===== config.mk =====
export PLATFORM = sky130hd
export DESIGN_NAME = glue_gradient_restart_decider_core
export DESIGN_NICKNAME = d
export VERILOG_FILES = /design/src/rtl/ggrd_pkg.sv /design/src/rtl/glue_gradient_restart_decider_core.sv
export SDC_FILE = /design/constraint.sdc
export NUM_CORES = 2
export LEC_CHECK = 0
export BUFFER_PORTS_ARGS = -buffer_cell sky130_fd_sc_hd__buf_2
export CAP_MARGIN = 0
export CORE_MARGIN = 1
export CORE_UTILIZATION = 35
export DETAILED_ROUTE_END_ITERATION = 6
export GPL_TIMING_DRIVEN = 0
export PLACE_DENSITY = 0.51
export SETUP_SLACK_MARGIN = 0.1
export SLEW_MARGIN = 20
export SYNTH_ARGS = -nofsm -noshare
export SYNTH_HDL_FRONTEND = slang
export SYNTH_SLANG_ARGS = --single-unit

===== constraint.sdc =====
create_clock -name clock -period 20.4 [get_ports clock]
set_input_delay 0 -clock clock [delete_from_list [all_inputs] [get_ports clock]]
set_output_delay 0 -clock clock [all_outputs]
set_load 0.005 [all_outputs]

===== src/rtl/ggrd_pkg.sv =====
`default_nettype none

package ggrd_pkg;

   // sizes
   localparam int HISTORY_DEPTH = 10;
   localparam int GLUE_WIDTH    = 24;
   localparam int COUNT_WIDTH   = 48;
   localparam int MARGIN_WIDTH  = 18;
   localparam int MARGIN_FRAC   = 16;
   localparam int SLOT_WIDTH    = $clog2(HISTORY_DEPTH);
   localparam int FILL_WIDTH    = $clog2(HISTORY_DEPTH + 1);

   // internal arithmetic widths
   localparam int GRAD_WIDTH    = GLUE_WIDTH + 1;
   localparam int M2_WIDTH      = GLUE_WIDTH + 6;
   localparam int M2_MAG_WIDTH  = MARGIN_WIDTH + 1;
   localparam int PROD_WIDTH    = GLUE_WIDTH + M2_MAG_WIDTH;
   localparam int CSR_IDX_WIDTH = 2;

   // register reset values, Q2.16
   localparam logic [MARGIN_WIDTH-1:0] BASE_MARGIN_RESET = MARGIN_WIDTH'(68813);
   localparam logic [MARGIN_WIDTH-1:0] MARGIN_MIN_RESET  = MARGIN_WIDTH'(52429);
   localparam logic [MARGIN_WIDTH-1:0] MARGIN_MAX_RESET  = MARGIN_WIDTH'(163840);

   localparam logic [SLOT_WIDTH-1:0] LAST_SLOT  = SLOT_WIDTH'(HISTORY_DEPTH - 1);
   localparam logic [FILL_WIDTH-1:0] FULL_COUNT = FILL_WIDTH'(HISTORY_DEPTH);

   typedef enum logic [CSR_IDX_WIDTH-1:0] {
      CSR_RESTART_ENABLE = 2'd0,
      CSR_BASE_MARGIN    = 2'd1,
      CSR_MARGIN_MIN     = 2'd2,
      CSR_MARGIN_MAX     = 2'd3
   } csr_index_type;

   typedef enum logic [2:0] {
      PATH_DISABLED    = 3'd0,
      PATH_ROOT_LEVEL  = 3'd1,
      PATH_BELOW_LIMIT = 3'd2,
      PATH_STABLE      = 3'd3,
      PATH_GLUE        = 3'd4
   } path_type;

endpackage

`default_nettype wire


===== src/rtl/glue_gradient_restart_decider_core.sv =====
`default_nettype none

// glue gradient restart decider: one restart check per transaction. a check answers
// "no restart" when restarts are disabled, at root level, or while the conflict count
// is below the limit; in stable mode it forwards the reluctant schedule's verdict;
// otherwise it keeps the last ten fast glue averages in a ring, takes the gradient
// against the oldest one, derives a margin (base minus 1.5x or 4x gradient, clamped to
// [margin_min, margin_max]) and restarts when fast glue exceeds slow glue times margin.
// throughput is one transaction per cycle while rsp_stall is low; a transaction passes
// through the input register and then the result register, with the gradient, clamp
// and 24x19 multiply-compare between them. the result register holds while rsp_stall
// is high, and req_stall rises only when both registers are occupied and stalled.
// csr writes are only allowed while no transaction is in flight.

module glue_gradient_restart_decider_core
   import ggrd_pkg::*;
(
   input  wire                           clock,
   input  wire                           reset,
   // configuration
   input  wire                           csr_write_enable,
   input  wire  [CSR_IDX_WIDTH-1:0]      csr_index,
   input  wire  [MARGIN_WIDTH-1:0]       csr_write_data,
   // request channel
   input  wire                           req_valid,
   output logic                          req_stall,
   input  wire  [GLUE_WIDTH-1:0]         req_fast_glue,
   input  wire  [GLUE_WIDTH-1:0]         req_slow_glue,
   input  wire  [COUNT_WIDTH-1:0]        req_conflict_count,
   input  wire  [COUNT_WIDTH-1:0]        req_restart_limit,
   input  wire                           req_level_nonzero,
   input  wire                           req_stable_mode,
   input  wire                           req_reluctant_fire,
   // response channel
   output logic                          rsp_valid,
   input  wire                           rsp_stall,
   output logic                          rsp_do_restart,
   output logic [2:0]                    rsp_decision_path,
   output logic [MARGIN_WIDTH-1:0]       rsp_margin_used
);

   // configuration registers
   logic                    restart_enable_ff;
   logic [MARGIN_WIDTH-1:0] base_margin_ff;
   logic [MARGIN_WIDTH-1:0] margin_min_ff;
   logic [MARGIN_WIDTH-1:0] margin_max_ff;

   always_ff @(posedge clock) begin
      if (reset) begin
         restart_enable_ff <= 1'b1;
         base_margin_ff    <= BASE_MARGIN_RESET;
         margin_min_ff     <= MARGIN_MIN_RESET;
         margin_max_ff     <= MARGIN_MAX_RESET;
      end else if (csr_write_enable) begin
         unique case (csr_index_type'(csr_index))
            CSR_RESTART_ENABLE: restart_enable_ff <= csr_write_data[0];
            CSR_BASE_MARGIN:    base_margin_ff    <= csr_write_data;
            CSR_MARGIN_MIN:     margin_min_ff     <= csr_write_data;
            CSR_MARGIN_MAX:     margin_max_ff     <= csr_write_data;
            default: ;
         endcase
      end
   end

   // pipeline control
   logic s1_valid_ff;
   logic s1_valid_in;
   logic rsp_valid_ff;
   logic rsp_valid_in;
   logic advance;
   logic req_take;

   // output register is free or being drained this cycle
   assign advance   = !rsp_valid_ff || !rsp_stall;
   assign req_stall = s1_valid_ff && !advance;
   assign req_take  = req_valid && !req_stall;

   always_comb begin
      s1_valid_in = s1_valid_ff;
      if (req_take) begin
         s1_valid_in = 1'b1;
      end else if (advance) begin
         s1_valid_in = 1'b0;
      end
      rsp_valid_in = advance ? s1_valid_ff : rsp_valid_ff;
   end

   always_ff @(posedge clock) begin
      if (reset) begin
         s1_valid_ff  <= 1'b0;
         rsp_valid_ff <= 1'b0;
      end else begin
         s1_valid_ff  <= s1_valid_in;
         rsp_valid_ff <= rsp_valid_in;
      end
   end

   // input register
   logic [GLUE_WIDTH-1:0]  fast_ff;
   logic [GLUE_WIDTH-1:0]  slow_ff;
   logic [COUNT_WIDTH-1:0] conflicts_ff;
   logic [COUNT_WIDTH-1:0] limit_ff;
   logic                   level_nz_ff;
   logic                   stable_ff;
   logic                   reluctant_ff;

   always_ff @(posedge clock) begin
      if (req_take) begin
         fast_ff      <= req_fast_glue;
         slow_ff      <= req_slow_glue;
         conflicts_ff <= req_conflict_count;
         limit_ff     <= req_restart_limit;
         level_nz_ff  <= req_level_nonzero;
         stable_ff    <= req_stable_mode;
         reluctant_ff <= req_reluctant_fire;
      end
   end

   // fast glue history ring
   logic [GLUE_WIDTH-1:0] history_ff [HISTORY_DEPTH];
   logic [SLOT_WIDTH-1:0] write_slot_ff;
   logic [SLOT_WIDTH-1:0] write_slot_in;
   logic [FILL_WIDTH-1:0] fill_count_ff;
   logic [FILL_WIDTH-1:0] fill_count_in;
   logic                  ring_update;

   // gate evaluation, first match wins
   path_type path;
   always_comb begin
      priority if (!restart_enable_ff) begin
         path = PATH_DISABLED;
      end else if (!level_nz_ff) begin
         path = PATH_ROOT_LEVEL;
      end else if (conflicts_ff < limit_ff) begin
         path = PATH_BELOW_LIMIT;
      end else if (stable_ff) begin
         path = PATH_STABLE;
      end else begin
         path = PATH_GLUE;
      end
   end

   assign ring_update = advance && s1_valid_ff && (path == PATH_GLUE);

   // oldest value: current one when empty, first entry while filling, else next victim
   logic [GLUE_WIDTH-1:0] oldest;
   always_comb begin
      priority if (fill_count_ff == '0) begin
         oldest = fast_ff;
      end else if (fill_count_ff < FULL_COUNT) begin
         oldest = history_ff[0];
      end else begin
         oldest = history_ff[write_slot_ff];
      end
   end

   always_comb begin
      write_slot_in = (write_slot_ff == LAST_SLOT) ? '0 : write_slot_ff + 1'b1;
      fill_count_in = (fill_count_ff == FULL_COUNT) ? fill_count_ff : fill_count_ff + 1'b1;
   end

   always_ff @(posedge clock) begin
      if (reset) begin
         write_slot_ff <= '0;
         fill_count_ff <= '0;
      end else if (ring_update) begin
         write_slot_ff <= write_slot_in;
         fill_count_ff <= fill_count_in;
      end
   end

   always_ff @(posedge clock) begin
      if (ring_update) begin
         history_ff[write_slot_ff] <= fast_ff;
      end
   end

   // margin in Q2.17 so the 1.5x slope stays exact
   logic signed [GRAD_WIDTH-1:0]   grad;
   logic signed [M2_WIDTH-1:0]     grad_ext;
   logic signed [M2_WIDTH-1:0]     slope_term;
   logic signed [M2_WIDTH-1:0]     base2;
   logic signed [M2_WIDTH-1:0]     lo2;
   logic signed [M2_WIDTH-1:0]     hi2;
   logic signed [M2_WIDTH-1:0]     m2_raw;
   logic signed [M2_WIDTH-1:0]     m2_lo;
   logic signed [M2_WIDTH-1:0]     m2;
   logic                           grad_pos;
   logic [M2_MAG_WIDTH-1:0]        m2_mag;
   logic [PROD_WIDTH-1:0]          slow_scaled;
   logic [PROD_WIDTH-1:0]          fast_scaled;
   logic                           glue_fire;

   always_comb begin
      grad     = $signed({1'b0, fast_ff}) - $signed({1'b0, oldest});
      grad_ext = {{(M2_WIDTH - GRAD_WIDTH){grad[GRAD_WIDTH-1]}}, grad};
      grad_pos = !grad[GRAD_WIDTH-1] && (grad != '0);
      // 3g for a rising gradient, 8g otherwise (4x in Q2.16)
      slope_term = grad_pos ? ((grad_ext <<< 1) + grad_ext) : (grad_ext <<< 3);
      base2  = $signed({{(M2_WIDTH - MARGIN_WIDTH - 1){1'b0}}, base_margin_ff, 1'b0});
      lo2    = $signed({{(M2_WIDTH - MARGIN_WIDTH - 1){1'b0}}, margin_min_ff, 1'b0});
      hi2    = $signed({{(M2_WIDTH - MARGIN_WIDTH - 1){1'b0}}, margin_max_ff, 1'b0});
      m2_raw = base2 - slope_term;
      // lower clamp first, upper clamp wins when the bounds cross
      m2_lo  = (m2_raw < lo2) ? lo2 : m2_raw;
      m2     = (m2_lo > hi2) ? hi2 : m2_lo;
      // clamped value is non-negative and below 2^19
      m2_mag = m2[M2_MAG_WIDTH-1:0];
      slow_scaled = PROD_WIDTH'(slow_ff) * PROD_WIDTH'(m2_mag);
      fast_scaled = PROD_WIDTH'({fast_ff, {(MARGIN_FRAC + 1){1'b0}}});
      glue_fire   = fast_scaled > slow_scaled;
   end

   // result register
   logic                    do_restart_ff;
   logic                    do_restart_in;
   path_type                path_ff;
   logic [MARGIN_WIDTH-1:0] margin_ff;
   logic [MARGIN_WIDTH-1:0] margin_in;

   always_comb begin
      do_restart_in = 1'b0;
      margin_in     = '0;
      unique case (path)
         PATH_STABLE: begin
            do_restart_in = reluctant_ff;
         end
         PATH_GLUE: begin
            do_restart_in = glue_fire;
            margin_in     = m2_mag[M2_MAG_WIDTH-1:1];
         end
         default: ;
      endcase
   end

   always_ff @(posedge clock) begin
      if (advance && s1_valid_ff) begin
         do_restart_ff <= do_restart_in;
         path_ff       <= path;
         margin_ff     <= margin_in;
      end
   end

   assign rsp_valid         = rsp_valid_ff;
   assign rsp_do_restart    = do_restart_ff;
   assign rsp_decision_path = path_ff;
   assign rsp_margin_used   = margin_ff;

endmodule

`default_nettype wire


==> flow_summary.yaml <==
status:
  status: "completed"
timing:
  setup_viol: 0
  finalMaxSlewViolations: 0
  rsz0062_at_grt: "no"
  worst_pin_slew_ps: 1223
  fin_skew_ps: 59.60
  period_share_pct: 97.12
  period_minus_slack_ps: 19810
  final.setup.tns_ps: 0
  max_freq_mhz: 50.48
  relSlewSlack_pct: 18.48
  finalHoldViolCount: 0
  fin_hold_ws_ps: 56.30
synthesis:
  async_flop_share_pct: 0
  yosys-top-cells-count: "nand2_1, inv_1, edfxtp_1"
  ys.flop_type: "edfxtp_1"
  synth-seq-cells: 478
  yosysTopAreaCellShare_pct: 26.23
  synth.distinct_cells: 83
  synth_enable_flop_cells: 409
  synth_most_common_cell: "nand2_1"
  avgSynthCellArea_um2: 9.755
  seq_area_frac_synth_pct: 29.18
  netlist_area_mm2: 0.04682
  ys_warn_count: 0
  synthCells: 4800
  yosysTopAreaCell: "edfxtp_1"
  synth_fp_nets: 5667
  synth_area_leaders: "edfxtp_1, fa_1, ha_1"
clock_tree:
  clkSinkCount: 478
  numCtsBuffers: 56
  cts-root-buf: "clkbuf_16"
  clock_latency_ps: 690
  cts_tree: "yes"
  htree_levels: 2
  cts_buffer_depth: 3
  cts.clk_slew.worst_paths_ps: 60
floorplanning:
  die_h_um: 367.8
  die-width_um: 367.8
  core-area_mm2: 0.1321
  std_cell_rows: 133
  pin_count: 196
  initial_core_util_pct: 35.44
  die_area_mm2: 0.1353
critical_path:
  cp_max_fo: 10
  cp-start-kind: "flip-flop"
  worstPathRequired_ps: 20820
  slowest_stage: "fa_2"
  rrSetupSlack_ps: 590
  worstPathArrival_ps: 20230
  cp_common_cell: "ha_1"
  max_stage_delay_ps: 630
  path_class: "reg -> reg"
  reg2reg_depth: 89
  crit_path_end_kind: "flip-flop"
layout:
  fin_nets: 6250
  num-fill-cells: 12770
  layout-drive-gt1-share_pct: 17.55
  seq_area_mm2: 0.01367
  syn_to_final_growth_pct: 22.55
  stdcell_area_mm2: 0.05738
  multi_input_area_mm2: 0.03104
route:
  top_layer_used: "met4"
  wl_um: 177800
  routed_via_density: 5.345
  wl_met3_um: 12640
  dr.pass1.iters: 6
  drtIter0Drc: 3607
  wl_met2_um: 79530
  drc_errors: 0
  dr_total_vias: 38420
  wire_per_inst_um: 24.74
  wirelength_met1_um: 76990
  ant_nets: 0
hold_path:
  hp-start: "req_fast_glue[6]"
  min_path_type: "in -> reg"
  holdPathStages: 2
placed_design:
  dpl-instance-area_mm2: 0.05053
  numPortBuffers: 194
  gp_congestion: 0.9871
  hpwl_um: 135900
global_routing:
  grt_max_degree: 29
  track_usage_pct: 25.85
  grt_overflow: 0
  grt_pass1_vias: 38250
  grt_first_pass_wirelength_um: 257600
  antenna_found_initial: 1
job:
  cap_viol_max_count: 0
==> cell type report <==
type / count / area share, %
antenna: 1 / 0.004361
buffer: 296 / 3.242
clock buffer: 73 / 2.606
clock inverter: 33 / 0.6323
inverter: 621 / 4.062
multi-input combinational: 3387 / 54.09
sequential: 478 / 23.82
tap: 1755 / 3.827
timing repair buffer: 543 / 7.714
==> worst paths after layout <==
check                                         to
setup / recovery        rsp_do_restart$_DFFE_PP_
setup reg to reg        rsp_do_restart$_DFFE_PP_
hold reg to reg   margin_min_ff[17]$_SDFFE_PP0P_
hold / removal              fast_ff[6]$_DFFE_PP_
==> routing by layer <==
metal	vias to the layer above	track usage [%]
met5	-	0
li1	17270	-
met1	19260	35.32
met3	293	3.732
met4	0	11.02
met2	1596	40.78
==> flip-flops by register name, indices dropped and copies added (netlist names), named ones only <==
register and flops:
rsp_valid 1, rsp_decision_path 3, restart_enable_ff 1, fast_ff 24, write_slot_ff 4, rsp_margin_used 18
slow_ff 24, margin_min_ff 18, history_ff 240, rsp_do_restart 1, margin_max_ff 18, stable_ff 1
level_nz_ff 1, conflicts_ff 48, reluctant_ff 1, limit_ff 48, fill_count_ff 4, s1_valid_ff 1
base_margin_ff 18
==> per-stage QoR <==
| stage | util [%] | setup slack, ps | cells |
|---|---|---|---|
| after floorplan | - | 1282 | 4800 |
| after global placement | 37.84 | -6607 | 6749 |
| after detailed placement | 38.25 | -5737 | 6787 |
| after CTS | 42.47 | 112.3 | 7166 |
| after global routing | 43.43 | 39.26 | 7186 |
| final | 43.43 | 588.3 | 7187 |
==> placed cells by master (no fill, tap or decap), types with 78 or more instances in the layout <==
| cell | n |
|---|---|
| a21o_1 | 78 |
| a21oi_1 | 130 |
| buf_2 | 210 |
| clkbuf_1 | 214 |
| dlygate4sd3_1 | 258 |
| edfxtp_1 | 409 |
| fa_1 | 359 |
| ha_1 | 290 |
| inv_1 | 617 |
| mux2_4 | 173 |
| mux2i_1 | 262 |
| nand2_1 | 1056 |
| nor2_1 | 105 |
==> kinds of logic (layout without fill, tap and decap cells) <==
| logic type | after synthesis | count (layout) | share of synthesized area [%] |
|---|---|---|---|
| and+or+nand+nor | 1491 | 1491 | 13.68 |
| adders and majority gates | 695 | 695 | 24.60 |
| other | 0 | 1 | 0 |
| DFF | 478 | 478 | 29.18 |
| xor gates and xnor gates | 90 | 90 | 1.683 |
| AOI/OAI and AO/OA | 565 | 565 | 8.129 |
| buffers and inverters | 935 | 1566 | 7.901 |
| muxes | 546 | 546 | 14.82 |
==> timing repair <==
action,4_1_cts,5_1_grt
endpoints found under the hold margin,257,0
resized for setup,254,249
setup endpoints to repair,1,1
gates cloned,0,1
hold buffers,258,0
buffers inserted,27,25
pin swaps,21,52
==> critical path, delay by kind of cell, from the launching register on <==
kind,cells,cell delay (ps)
and+or+nand+nor,21,3390
muxes,3,1150
buffers and inverters,15,2160
adders and majority gates,14,5760
DFF,1,370
xor gates and xnor gates,3,600
AOI/OAI and AO/OA,33,6030
Power is not shown: default switching activity piles up to over one toggle a cycle in this logic, so the estimate is an artifact.
